File: src/hw/rtl/dsds_pkg.sv
// ----------------------------------------------------------------------------
// dsds_pkg: shared definitions for the sad disparity search unit
// lane count, field widths, cost limits and the stage record types
// ----------------------------------------------------------------------------
package dsds_pkg;

  localparam int LANES       = 8;
  localparam int BYTE_W      = 8;
  localparam int FIELD_BYTES = 8;
  localparam int FIELD_W     = FIELD_BYTES * BYTE_W;
  localparam int SAD_MAX     = LANES * ((1 << BYTE_W) - 1);
  localparam int SAD_W       = $clog2(SAD_MAX + 1);
  localparam int COST_W      = 16;
  localparam int IDX_W       = 10;
  localparam int CNT_W       = 11;

  localparam logic [COST_W-1:0] COST_MAX    = '1;
  localparam logic [CNT_W-1:0]  INDEX_LIMIT = CNT_W'(1 << IDX_W);
  localparam logic [CNT_W-1:0]  INDEX_SAT   = '1;
  localparam logic [CNT_W-1:0]  MAXD_RESET  = CNT_W'(64);

  typedef logic [BYTE_W-1:0] byte_t;

  typedef struct packed {
    logic candidate_done;
    logic search_done;
    logic pixel_enabled;
  } flags_t;

  typedef struct packed {
    logic [SAD_W-1:0] sad;
    flags_t           flags;
  } slice_t;

endpackage

File: src/hw/rtl/dsds_in_if.sv
// ----------------------------------------------------------------------------
// dsds_in_if: descriptor slice channel
// one transaction carries one slice pair plus its framing bits
// ----------------------------------------------------------------------------
interface dsds_in_if;
  logic                         valid;
  logic                         ready;
  logic [dsds_pkg::FIELD_W-1:0] ref_bytes;
  logic [dsds_pkg::FIELD_W-1:0] cand_bytes;
  logic                         candidate_done;
  logic                         search_done;
  logic                         pixel_enabled;

  modport source (
    output valid, ref_bytes, cand_bytes, candidate_done, search_done, pixel_enabled,
    input  ready
  );
  modport sink (
    input  valid, ref_bytes, cand_bytes, candidate_done, search_done, pixel_enabled,
    output ready
  );
endinterface

File: src/hw/rtl/dsds_out_if.sv
// ----------------------------------------------------------------------------
// dsds_out_if: disparity result channel
// one transaction carries the winning disparity and its cost
// ----------------------------------------------------------------------------
interface dsds_out_if;
  logic                        valid;
  logic                        ready;
  logic [dsds_pkg::IDX_W-1:0]  disparity;
  logic [dsds_pkg::COST_W-1:0] match_cost;

  modport source (output valid, disparity, match_cost, input ready);
  modport sink (input valid, disparity, match_cost, output ready);
endinterface

File: src/hw/rtl/dsds_lane.sv
// ----------------------------------------------------------------------------
// dsds_lane: one byte lane
// absolute difference of a reference byte and a candidate byte
// ----------------------------------------------------------------------------
module dsds_lane (
  input  dsds_pkg::byte_t ref_byte,
  input  dsds_pkg::byte_t cand_byte,
  output dsds_pkg::byte_t abs_diff
);

  assign abs_diff = (ref_byte > cand_byte) ? (ref_byte - cand_byte)
                                           : (cand_byte - ref_byte);

endmodule

File: src/hw/rtl/dsds_merge.sv
// ----------------------------------------------------------------------------
// dsds_merge: lane merge
// adds the per-lane absolute differences into the slice sad
// ----------------------------------------------------------------------------
module dsds_merge (
  input  dsds_pkg::byte_t [dsds_pkg::LANES-1:0] lane_diff,
  output logic [dsds_pkg::SAD_W-1:0]            slice_sad
);

  always_comb begin
    slice_sad = '0;
    for (int i = 0; i < dsds_pkg::LANES; i++) begin
      slice_sad = slice_sad + dsds_pkg::SAD_W'(lane_diff[i]);
    end
  end

endmodule

File: src/hw/rtl/dsds_search.sv
// ----------------------------------------------------------------------------
// dsds_search: winner-take-all tracker
// accumulates candidate cost, keeps the best candidate, drives the result
// ----------------------------------------------------------------------------
module dsds_search (
  input  logic                         clk,
  input  logic                         rst_n,
  input  logic                         cfg_we,
  input  logic [dsds_pkg::CNT_W-1:0]   cfg_wdata,
  input  logic                         slice_valid,
  input  dsds_pkg::slice_t             slice,
  output logic                         slice_take,
  dsds_out_if.source                   out_chan
);

  logic [dsds_pkg::CNT_W-1:0]  max_disp_r;
  logic [dsds_pkg::COST_W-1:0] running_r, running_nxt;
  logic [dsds_pkg::COST_W-1:0] best_sum_r, best_sum_nxt;
  logic [dsds_pkg::IDX_W-1:0]  best_idx_r, best_idx_nxt;
  logic [dsds_pkg::CNT_W-1:0]  cand_idx_r, cand_idx_nxt;
  logic                        exact_r, exact_nxt;
  logic                        out_valid_r;
  logic [dsds_pkg::IDX_W-1:0]  out_disp_r;
  logic [dsds_pkg::COST_W-1:0] out_cost_r;

  logic [dsds_pkg::CNT_W-1:0]  limit;
  logic                        active;
  logic                        close_cand;
  logic [dsds_pkg::COST_W:0]   sum_wide;
  logic [dsds_pkg::COST_W-1:0] cand_cost;

  // an item without a result never waits on the output slot
  assign slice_take = slice_valid &&
                      (!slice.flags.search_done || !out_valid_r || out_chan.ready);

  always_comb begin
    limit      = (max_disp_r > dsds_pkg::INDEX_LIMIT) ? dsds_pkg::INDEX_LIMIT : max_disp_r;
    active     = (cand_idx_r < limit) && !exact_r;
    close_cand = slice.flags.candidate_done || slice.flags.search_done;
    sum_wide   = {1'b0, running_r} + (dsds_pkg::COST_W + 1)'(slice.sad);
    cand_cost  = sum_wide[dsds_pkg::COST_W] ? dsds_pkg::COST_MAX
                                           : sum_wide[dsds_pkg::COST_W-1:0];

    running_nxt  = active ? cand_cost : running_r;
    best_sum_nxt = best_sum_r;
    best_idx_nxt = best_idx_r;
    cand_idx_nxt = cand_idx_r;
    exact_nxt    = exact_r;

    if (close_cand) begin
      if (active && (cand_cost < best_sum_r)) begin
        best_sum_nxt = cand_cost;
        best_idx_nxt = cand_idx_r[dsds_pkg::IDX_W-1:0];
        exact_nxt    = (cand_cost == '0);
      end
      running_nxt = '0;
      if (cand_idx_r != dsds_pkg::INDEX_SAT) begin
        cand_idx_nxt = cand_idx_r + 1'b1;
      end
    end
  end

  always_ff @(posedge clk) begin
    if (!rst_n) begin
      max_disp_r  <= dsds_pkg::MAXD_RESET;
      running_r   <= '0;
      best_sum_r  <= dsds_pkg::COST_MAX;
      best_idx_r  <= '0;
      cand_idx_r  <= '0;
      exact_r     <= 1'b0;
      out_valid_r <= 1'b0;
    end else begin
      if (cfg_we) begin
        max_disp_r <= cfg_wdata;
      end
      if (out_valid_r && out_chan.ready) begin
        out_valid_r <= 1'b0;
      end
      if (slice_take) begin
        if (slice.flags.search_done) begin
          out_valid_r <= 1'b1;
          running_r   <= '0;
          best_sum_r  <= dsds_pkg::COST_MAX;
          best_idx_r  <= '0;
          cand_idx_r  <= '0;
          exact_r     <= 1'b0;
        end else begin
          running_r  <= running_nxt;
          best_sum_r <= best_sum_nxt;
          best_idx_r <= best_idx_nxt;
          cand_idx_r <= cand_idx_nxt;
          exact_r    <= exact_nxt;
        end
      end
    end
  end

  // result payload
  always_ff @(posedge clk) begin
    if (slice_take && slice.flags.search_done) begin
      out_disp_r <= slice.flags.pixel_enabled ? best_idx_nxt : '0;
      out_cost_r <= slice.flags.pixel_enabled ? best_sum_nxt : '0;
    end
  end

  assign out_chan.valid      = out_valid_r;
  assign out_chan.disparity  = out_disp_r;
  assign out_chan.match_cost = out_cost_r;

endmodule

File: src/hw/rtl/descriptor_sad_disparity_search_unit.sv
// ----------------------------------------------------------------------------
// descriptor_sad_disparity_search_unit: stereo sad winner-take-all search
// the search-done slice passes the slice stage and result registers
// throughput: one slice transaction per cycle from the tracker's accumulate
//   and compare loop; a search-done slice stalls while the result is unread
// reset: synchronous active-low; clears pipeline valids, per-pixel search
//   state, and loads the disparity limit with 64
// ----------------------------------------------------------------------------
module descriptor_sad_disparity_search_unit (
  input  logic                       clk,
  input  logic                       rst_n,
  input  logic                       cfg_we,
  input  logic [dsds_pkg::CNT_W-1:0] cfg_wdata,
  dsds_in_if.sink                    in_chan,
  dsds_out_if.source                 out_chan
);

  // stage 1: byte lanes and merge, registered into the slice stage
  dsds_pkg::byte_t [dsds_pkg::LANES-1:0] lane_diff;
  logic [dsds_pkg::SAD_W-1:0]            slice_sad;

  // stage 2: tracker consumes the registered slice
  logic             s1_valid_r;
  dsds_pkg::slice_t s1_r;
  logic             s1_take;
  logic             in_fire;

  // lanes beyond the bytes of a field compare zero with zero
  for (genvar i = 0; i < dsds_pkg::LANES; i++) begin : g_lane
    dsds_pkg::byte_t ref_b, cand_b;
    if (i < dsds_pkg::FIELD_BYTES) begin : g_live
      assign ref_b  = in_chan.ref_bytes[i*dsds_pkg::BYTE_W +: dsds_pkg::BYTE_W];
      assign cand_b = in_chan.cand_bytes[i*dsds_pkg::BYTE_W +: dsds_pkg::BYTE_W];
    end else begin : g_idle
      assign ref_b  = '0;
      assign cand_b = '0;
    end
    dsds_lane u_lane (
      .ref_byte  (ref_b),
      .cand_byte (cand_b),
      .abs_diff  (lane_diff[i])
    );
  end

  dsds_merge u_merge (
    .lane_diff (lane_diff),
    .slice_sad (slice_sad)
  );

  // slice stage moves whenever it is empty or the tracker takes it
  assign in_chan.ready = !s1_valid_r || s1_take;
  assign in_fire       = in_chan.valid && in_chan.ready;

  always_ff @(posedge clk) begin
    if (!rst_n) begin
      s1_valid_r <= 1'b0;
    end else if (in_chan.ready) begin
      s1_valid_r <= in_chan.valid;
    end
  end

  // slice payload, no reset needed
  always_ff @(posedge clk) begin
    if (in_fire) begin
      s1_r.sad                  <= slice_sad;
      s1_r.flags.candidate_done <= in_chan.candidate_done;
      s1_r.flags.search_done    <= in_chan.search_done;
      s1_r.flags.pixel_enabled  <= in_chan.pixel_enabled;
    end
  end

  // winner-take-all tracker with the result register
  dsds_search u_search (
    .clk         (clk),
    .rst_n       (rst_n),
    .cfg_we      (cfg_we),
    .cfg_wdata   (cfg_wdata),
    .slice_valid (s1_valid_r),
    .slice       (s1_r),
    .slice_take  (s1_take),
    .out_chan    (out_chan)
  );

endmodule
File: src/flat_wrapper.sv
// flat-port wrapper written by rule: the top's interface ports become plain ports
module descriptor_sad_disparity_search_unit_flat 
  (clk, rst_n, cfg_we, cfg_wdata, in_chan_valid, in_chan_ref_bytes, in_chan_cand_bytes, in_chan_candidate_done, in_chan_search_done, in_chan_pixel_enabled, in_chan_ready, out_chan_valid, out_chan_disparity, out_chan_match_cost, out_chan_ready);
  dsds_in_if in_chan_i ();
  dsds_out_if out_chan_i ();
  input  logic clk;
  input  logic rst_n;
  input  logic cfg_we;
  input  logic [dsds_pkg::CNT_W-1:0] cfg_wdata;
  input wire logic [$bits(in_chan_i.valid)-1:0] in_chan_valid;
  input wire logic [$bits(in_chan_i.ref_bytes)-1:0] in_chan_ref_bytes;
  input wire logic [$bits(in_chan_i.cand_bytes)-1:0] in_chan_cand_bytes;
  input wire logic [$bits(in_chan_i.candidate_done)-1:0] in_chan_candidate_done;
  input wire logic [$bits(in_chan_i.search_done)-1:0] in_chan_search_done;
  input wire logic [$bits(in_chan_i.pixel_enabled)-1:0] in_chan_pixel_enabled;
  output wire logic [$bits(in_chan_i.ready)-1:0] in_chan_ready;
  output wire logic [$bits(out_chan_i.valid)-1:0] out_chan_valid;
  output wire logic [$bits(out_chan_i.disparity)-1:0] out_chan_disparity;
  output wire logic [$bits(out_chan_i.match_cost)-1:0] out_chan_match_cost;
  input wire logic [$bits(out_chan_i.ready)-1:0] out_chan_ready;
  assign in_chan_i.valid = in_chan_valid;
  assign in_chan_i.ref_bytes = in_chan_ref_bytes;
  assign in_chan_i.cand_bytes = in_chan_cand_bytes;
  assign in_chan_i.candidate_done = in_chan_candidate_done;
  assign in_chan_i.search_done = in_chan_search_done;
  assign in_chan_i.pixel_enabled = in_chan_pixel_enabled;
  assign in_chan_ready = in_chan_i.ready;
  assign out_chan_valid = out_chan_i.valid;
  assign out_chan_disparity = out_chan_i.disparity;
  assign out_chan_match_cost = out_chan_i.match_cost;
  assign out_chan_i.ready = out_chan_ready;
  descriptor_sad_disparity_search_unit u_core (.clk(clk), .rst_n(rst_n), .cfg_we(cfg_we), .cfg_wdata(cfg_wdata), .in_chan(in_chan_i), .out_chan(out_chan_i));
endmodule
File: config.mk
export PLATFORM = sky130hd
export DESIGN_NAME = descriptor_sad_disparity_search_unit_flat
export DESIGN_NICKNAME = d
export VERILOG_FILES = /design/src/hw/rtl/dsds_pkg.sv /design/src/hw/rtl/dsds_in_if.sv /design/src/hw/rtl/dsds_out_if.sv /design/src/hw/rtl/dsds_lane.sv /design/src/hw/rtl/dsds_merge.sv /design/src/hw/rtl/dsds_search.sv /design/src/hw/rtl/descriptor_sad_disparity_search_unit.sv /design/src/flat_wrapper.sv
export SDC_FILE = /design/constraint.sdc
export NUM_CORES = 1
export LEC_CHECK = 0
export BUFFER_PORTS_ARGS = -buffer_cell sky130_fd_sc_hd__buf_2
export CAP_MARGIN = 5
export CORE_MARGIN = 2
export CORE_UTILIZATION = 34
export CTS_BUF_LIST = sky130_fd_sc_hd__clkbuf_8
export CTS_CLUSTER_DIAMETER = 150
export CTS_CLUSTER_SIZE = 16
export DETAILED_ROUTE_END_ITERATION = 8
export PLACE_DENSITY = 0.5
export SYNTH_ARGS = -nofsm -noshare
export SYNTH_HDL_FRONTEND = slang
export SYNTH_SLANG_ARGS = --single-unit
File: constraint.sdc
create_clock -name clk -period 11.49 [get_ports clk]
set_clock_uncertainty 0.1 [all_clocks]
set_input_delay 1.149 -clock clk [delete_from_list [all_inputs] [get_ports clk]]
set_output_delay 1.149 -clock clk [all_outputs]
set_load 0.02 [all_outputs]
==> results of run 1 <==
## flip-flops by register name, indices dropped and copies added, names as in the netlist
signal	count
u_core.u_search.cand_idx_r	11
u_core.u_search.running_r	16
u_core.s1_valid_r	1
u_core.s1_r	14
u_core.u_search.max_disp_r	11
u_core.u_search.best_sum_r	16
u_core.u_search.out_chan.valid	1
u_core.u_search.best_idx_r	10
u_core.u_search.out_chan.match_cost	16
u_core.u_search.exact_r	1
u_core.u_search.out_chan.disparity	10
## layer usage
| layer | GRT usage | wire length, µm |
|---|---|---|
| met1 | 0.200 | 14000 |
| met4 | 0.0365 | 532 |
| met3 | 0.0231 | 1220 |
| met5 | 0 | 87 |
| met2 | 0.273 | 14400 |
## cells in the final DEF (no fill, tap or decap), drive strengths merged, types with 11 or more instances in the layout
cell,n
a211o,15
a211oi,19
a21o,41
a21oi,72
a22oi,17
a311oi,11
a31oi,14
and3,19
buf,178
dfxtp,67
edfxtp,40
fa,64
ha,168
inv,265
mux2,13
mux2i,61
nand2,55
nand3,22
nand4,17
nor2,80
nor2b,32
nor3,18
o21ai,60
o21bai,11
xnor2,39
xor2,23
## synth_stat cells, drive strengths merged, types with 9 or more instances
library cell  count  area [µm²]
mux2i            61         611
o211ai           10        75.1
nor3             18        90.1
dfxtp            67        1340
o21ai            60         300
edfxtp           40        1200
nor2b            32         200
buf              18         103
nor2             80         303
and3             19         119
and4             10        87.6
a31oi            14        87.6
inv             262         983
o21bai           11        82.6
a311oi           11         103
a21oi            72         360
a22oi            17         128
a32o             10         100
fa               64        1280
ha              168        2100
xor2             23         201
a211o            15         131
a31o              9        78.8
nand2            55         209
xnor2            39         342
a21o             41         308
mux2             13         146
nand3            22         110
nand4            17         106
clkbuf           30         114
a211oi           19         148
## critical path, cell delays in order
cell,delay [ps]
buf_2,100
inv_1,40
ha_1,420
o21ai_0,170
o21ai_0,240
a31oi_1,170
nor2_1,710
o21ai_0,170
a31o_2,310
a31oi_1,200
xor2_1,290
fa_1,470
inv_1,80
fa_1,430
fa_1,550
inv_1,50
fa_1,520
inv_1,40
ha_1,310
inv_1,80
nor2_1,50
nor2_1,150
o21bai_1,80
a21oi_1,230
nor2b_1,70
o21ai_0,160
nand2b_1,80
## worst paths after layout
kind                                                 to  cells past startpoint
min reg2reg   u_core.u_search.running_r[0]$_SDFFE_PN0P_                      2
max                           u_core.s1_r[13]$_DFFE_PP_                     27
min           u_core.u_search.running_r[0]$_SDFFE_PN0P_                      2
max reg2reg  u_core.u_search.best_idx_r[1]$_SDFFE_PN0P_                     18
## power groups by stage
stage	Combinational (µW)	Sequential [µW]	Clock (µW)
2_1_floorplan	1910	610	0
3_3_place_gp	2370	609	0
3_5_place_dp	2380	610	0
4_1_cts	2390	601	254
5_1_grt	2740	604	268
6_report	2340	601	245
## cell families (layout without fill, tap and decap cells)
group / after synthesis / in the layout
AO/OA/AOI/OAI: 351 / 351
XOR/XNOR: 62 / 62
adder cells (fa/ha/maj): 232 / 232
buffers and inverters: 311 / 457
flip-flops: 107 / 107
multiplexers: 74 / 74
other: 0 / 2
AND/OR/NAND/NOR: 293 / 293
## layout make-up
class | instances | area [µm²]
Antenna cell | 2 | 5.00
Clock buffer | 9 | 124
Clock inverter | 7 | 91.3
Fill cell | 3705 | 21900
Inverter | 263 | 987
Multi-Input combinational cell | 1012 | 8650
Sequential cell | 107 | 2540
Tap cell | 461 | 577
Timing Repair Buffer | 178 | 901
## stage by stage
step	power [µW]	hold slack, ps
2_1_floorplan	2520	341
5_1_grt	3620	408
3_5_place_dp	2990	366
3_3_place_gp	2970	360
4_1_cts	3250	382
6_report	3190	379
==> impl_metrics.json, run 1 <==
{
  "fin_util": 0.388,
  "drt_iter0_drc": 404,
  "clock-root-buffer": "clkbuf_8",
  "syn_avg_cell_area_um2": 8.66,
  "synth-compound-area-share": 0.197,
  "cp.required_ps": 11540,
  "start_util": 0.347,
  "drv_cap": 0,
  "seqPwrFrac": 0.188,
  "rrSetupSlack_ps": 6100,
  "synth-adder-area-share": 0.273,
  "outcome": "complete, no violations",
  "rsz0062_at_grt": "false",
  "ir_drop_mv": 0.265,
  "grt_pass1_wl_mm": 48.9,
  "insertion_delay_ps": 390,
  "hp-class": "reg2reg",
  "clock_power_share": 0.077,
  "synth_seq_cells": 107,
  "cellLeakagePower_uw": 0.00696,
  "finalCritPeriodShare": 0.634,
  "ys_warn_count": 0,
  "synth-xor-area-share": 0.0438,
  "cts_resized": 0,
  "dp.cells": 2021,
  "fin_ws_ps": 4210,
  "p_int_uw": 1730,
  "coreArea_mm2": 0.0357,
  "wl_per_cell_um": 14.8,
  "comb_power_share": 0.735,
  "worst-setup-path-type": "in2reg",
  "chipHeight_um": 195,
  "slew_viol_final": 0,
  "ioPinCount": 175,
  "grt_pass1_vias": 10003,
  "finalHoldViolCount": 0,
  "finalSetupViolCount": 0,
  "htree_levels": 3,
  "syn_inst": 1430,
  "swShare": 0.456,
  "antenna_found_initial": 8,
  "synth_top_family_by_area": "adder cells",
  "syn_to_final_growth_pct": 12.0,
  "critPathLaunch": "in_chan_cand_bytes[28]",
  "num_vias": 10242,
  "drive_above_1_share": 0.145,
  "hp-start": "u_core.u_search.running_r[0]$_SDFFE_PN0P_",
  "place.gp.congestion": 0.838,
  "muxShareOfSynthArea": 0.0611,
  "num_rows": 69,
  "cts_num_sinks": 107,
  "grt_max_degree": 53,
  "synth_nets": 1809,
  "relSlewSlack": 0.289,
  "crit_arrival_ps": 7330,
  "yosys.area_share.simple": 0.123,
  "overflow": 0,
  "placed_area_mm2": 0.0137,
  "cts_tree": "built",
  "async_flop_share": 0,
  "drc": 0,
  "post-place-ws_ps": 3790,
  "synth_edf_count": 40,
  "worstPathMaxFanout": 12,
  "cts_inserted_buffers": 9,
  "die-area_mm2": 0.0380,
  "tightest_slew_ps": 1070,
  "hpwl_mm": 25.3,
  "dr.pass1.iters": 5,
  "track_usage": 0.155,
  "ys_types": 78,
  "start_kind": "primary input",
  "final_net_count": 1950,
  "clk_pin_slew_ps": 110,
  "period_needed_ps": 7280,
  "routed_wl_mm": 30.2,
  "dominantRegCellSynth": "dfxtp_1",
  "cts_hold_buf": 0,
  "fin_cells": 2039,
  "port_buffers": 174,
  "fmax_mhz": 137,
  "cts.path.max_buffers": 2,
  "viasPerCell": 5.02,
  "synth_area_mm2": 0.0124,
  "power_density_mw_per_mm2": 230,
  "postCtsSetupBuffers": 0,
  "ys_seq_area_frac": 0.205,
  "finalSetupTns_ps": 0,
  "worst_r2r_startpoint": "u_core.s1_r[4]$_DFFE_PP_",
  "critPathCaptureType": "flop",
  "ant_nets": 0,
  "fin_area_mm2": 0.0139,
  "switchingPower_uw": 1450,
  "dieWidth_um": 195
}
No activity file was read; power rests on OpenSTA's default activity.
==> run 2, diff against run 1 <==
==> constraint.sdc (replaced) <==
create_clock -name clk -period 7.2 [get_ports clk]
set_clock_uncertainty 0.1 [all_clocks]
set_input_delay 0.72 -clock clk [delete_from_list [all_inputs] [get_ports clk]]
set_output_delay 0.72 -clock clk [all_outputs]
set_load 0.02 [all_outputs]
==> run 2 against run 1 <==
Clock power rose by 80%. Global-route usage rose by 0.23 points. Wire length barely moved. Clock-buffer cell count unchanged. Sequential share of layout area is 0.11 points lower. Final area increased by 0.58%. Worst hold slack worse by 4.6 ps. First-iteration DRC count down 2.5%. Combinational power increased by 62%. Sequential cell count unchanged. Critical path type unchanged. Critical endpoint unchanged. Largest cell class unchanged.
==> impl_metrics.json, run 2 (synthesized netlist as in run 1, its figures left out) <==
{
  "outcome": "complete, no violations",
  "slew_viol_final": 0,
  "post-place-ws_ps": 143,
  "cp.required_ps": 7250,
  "regToRegEndpoint": "u_core.u_search.out_chan.match_cost[3]$_SDFFCE_PN0P_",
  "antenna_found_initial": 3,
  "relSlewSlack": 0.241,
  "finalHoldViolCount": 0,
  "drive_above_1_share": 0.150,
  "cp_common_cell": "fa_1",
  "start_kind": "primary input",
  "hold_ws_ps": 374,
  "hpwl_mm": 25.6,
  "worst_r2r_startpoint": "u_core.s1_r[4]$_DFFE_PP_",
  "ant_nets": 0,
  "chipHeight_um": 195,
  "num_vias": 10202,
  "crit_arrival_ps": 6680,
  "whs_endpoint": "u_core.u_search.running_r[0]$_SDFFE_PN0P_",
  "dp.cells": 2029,
  "critPathCaptureType": "flop",
  "place.gp.congestion": 0.880,
  "drc": 0,
  "worstPathMaxFanout": 4,
  "die-area_mm2": 0.0380,
  "routed_wl_mm": 30.2,
  "clk_pin_slew_ps": 110,
  "whs_path_depth": 2,
  "cts.path.max_buffers": 2,
  "num_rows": 69,
  "cts_hold_buf": 0,
  "cts_inserted_buffers": 9,
  "worst-setup-path-type": "in2reg",
  "grt_pass1_vias": 10108,
  "fin_cells": 2046,
  "drv_cap": 0,
  "drt_iter0_drc": 394,
  "fin_ws_ps": 569,
  "cpPeakStageDelay_ps": 570,
  "grt_pass1_wl_mm": 49.7,
  "clock-root-buffer": "clkbuf_8",
  "tightest_slew_ps": 1130,
  "final_net_count": 1958,
  "r2r_cells": 18,
  "cellLeakagePower_uw": 0.00702,
  "insertion_delay_ps": 390,
  "viasPerCell": 4.99,
  "overflow": 0,
  "cp_slowest_cell": "fa_1",
  "cts_num_sinks": 107,
  "wl_per_cell_um": 14.8,
  "finalSetupTns_ps": 0,
  "start_util": 0.347,
  "dieWidth_um": 195,
  "coreArea_mm2": 0.0357,
  "finalCritPeriodShare": 0.921,
  "period_needed_ps": 6630,
  "crit_buf_inv": 6,
  "finalSetupViolCount": 0,
  "ir_drop_mv": 0.458,
  "dr.pass1.iters": 5,
  "crit_family": "adder cells",
  "hp-class": "reg2reg",
  "cts_resized": 0,
  "mostFrequentLayoutCells": "inv_1, buf_2, ha_1",
  "postCtsSetupBuffers": 0,
  "syn_to_final_growth_pct": 12.7,
  "fmax_mhz": 151,
  "hp-start": "u_core.u_search.running_r[0]$_SDFFE_PN0P_",
  "rsz0062_at_grt": "false",
  "ioPinCount": 175,
  "port_buffers": 174,
  "rrSetupSlack_ps": 1560,
  "grt_max_degree": 45,
  "cts_tree": "built",
  "mostFrequentLayoutCell": "inv_1",
  "track_usage": 0.158,
  "power_density_mw_per_mm2": 372,
  "htree_levels": 3
}
## run 2: cell count changes in the layout (fill, tap and decap cells not counted)
cell / previous run / this run
buf_4: 4 / 12
bufinv_16: 0 / 2
clkinv_8: 3 / 1
clkinv_4: 1 / 0
diode_2: 2 / 1
inv_12: 1 / 0
inv_6: 2 / 3
inv_8: 0 / 1
## run 2: metal layers
| metal | wire length [µm] | share of wire | track usage | vias up |
|---|---|---|---|---|
| li1 | - | - | - | 5237 |
| met1 | 14200 | 0.47 | 0.205 | 4742 |
| met2 | 14600 | 0.48 | 0.280 | 194 |
| met3 | 1070 | 0.036 | 0.0186 | 25 |
| met4 | 355 | 0.012 | 0.0328 | 4 |
| met5 | 32 | 0.0011 | 0 | - |
## run 2: how the worst max path moves through the flow
stage                          startpoint                   endpoint  cells past startpoint  slack (ps)
finish              in_chan_ref_bytes[32]  u_core.s1_r[13]$_DFFE_PP_                     28         570
global route        in_chan_ref_bytes[24]  u_core.s1_r[13]$_DFFE_PP_                     29          80
CTS                 in_chan_ref_bytes[32]  u_core.s1_r[13]$_DFFE_PP_                     28         580
detailed placement  in_chan_ref_bytes[32]  u_core.s1_r[13]$_DFFE_PP_                     28         140
global placement    in_chan_ref_bytes[48]  u_core.s1_r[13]$_DFFE_PP_                     27         300
floorplan           in_chan_ref_bytes[32]  u_core.s1_r[13]$_DFFE_PP_                     28         650
## run 2: final cells by class
cell class / count / area [µm²]
Sequential cell: 107 / 2540
Multi-Input combinational cell: 1012 / 8650
Clock buffer: 9 / 124
Clock inverter: 7 / 114
Fill cell: 3711 / 21800
Timing Repair Buffer: 186 / 961
Tap cell: 461 / 577
Antenna cell: 1 / 2.50
Inverter: 263 / 987
## run 2: stage by stage
step | cell area [µm²] | total power, µW | utilization
2_1_floorplan | 12400 | 4020 | -
3_3_place_gp | 13700 | 4760 | 0.384
3_5_place_dp | 13700 | 4820 | 0.384
4_1_cts | 14000 | 5270 | 0.390
5_1_grt | 14000 | 5910 | 0.390
6_report | 14000 | 5190 | 0.390
## run 2: where the power goes
group | switching (µW) | internal [µW]
sequential | 23.9 | 934
combinational | 2080 | 1710
clock | 234 | 205
total | 2340 | 2850
## run 2: worst reg2reg max path: stages (launching register included)
cell and delay [ps]:
edfxtp_1 400, ha_1 300, a211oi_1 270, o21ai_0 170, nor4b_1 190, o31a_1 340, or3_1 320, a21oi_1 400
inv_1 140, ha_1 340, o21ai_0 90, o21a_1 130, o31ai_1 100, a311oi_1 260, a21oi_1 180, nor4_4 870
buf_4 410, nor2_1 70, a311oi_1 370
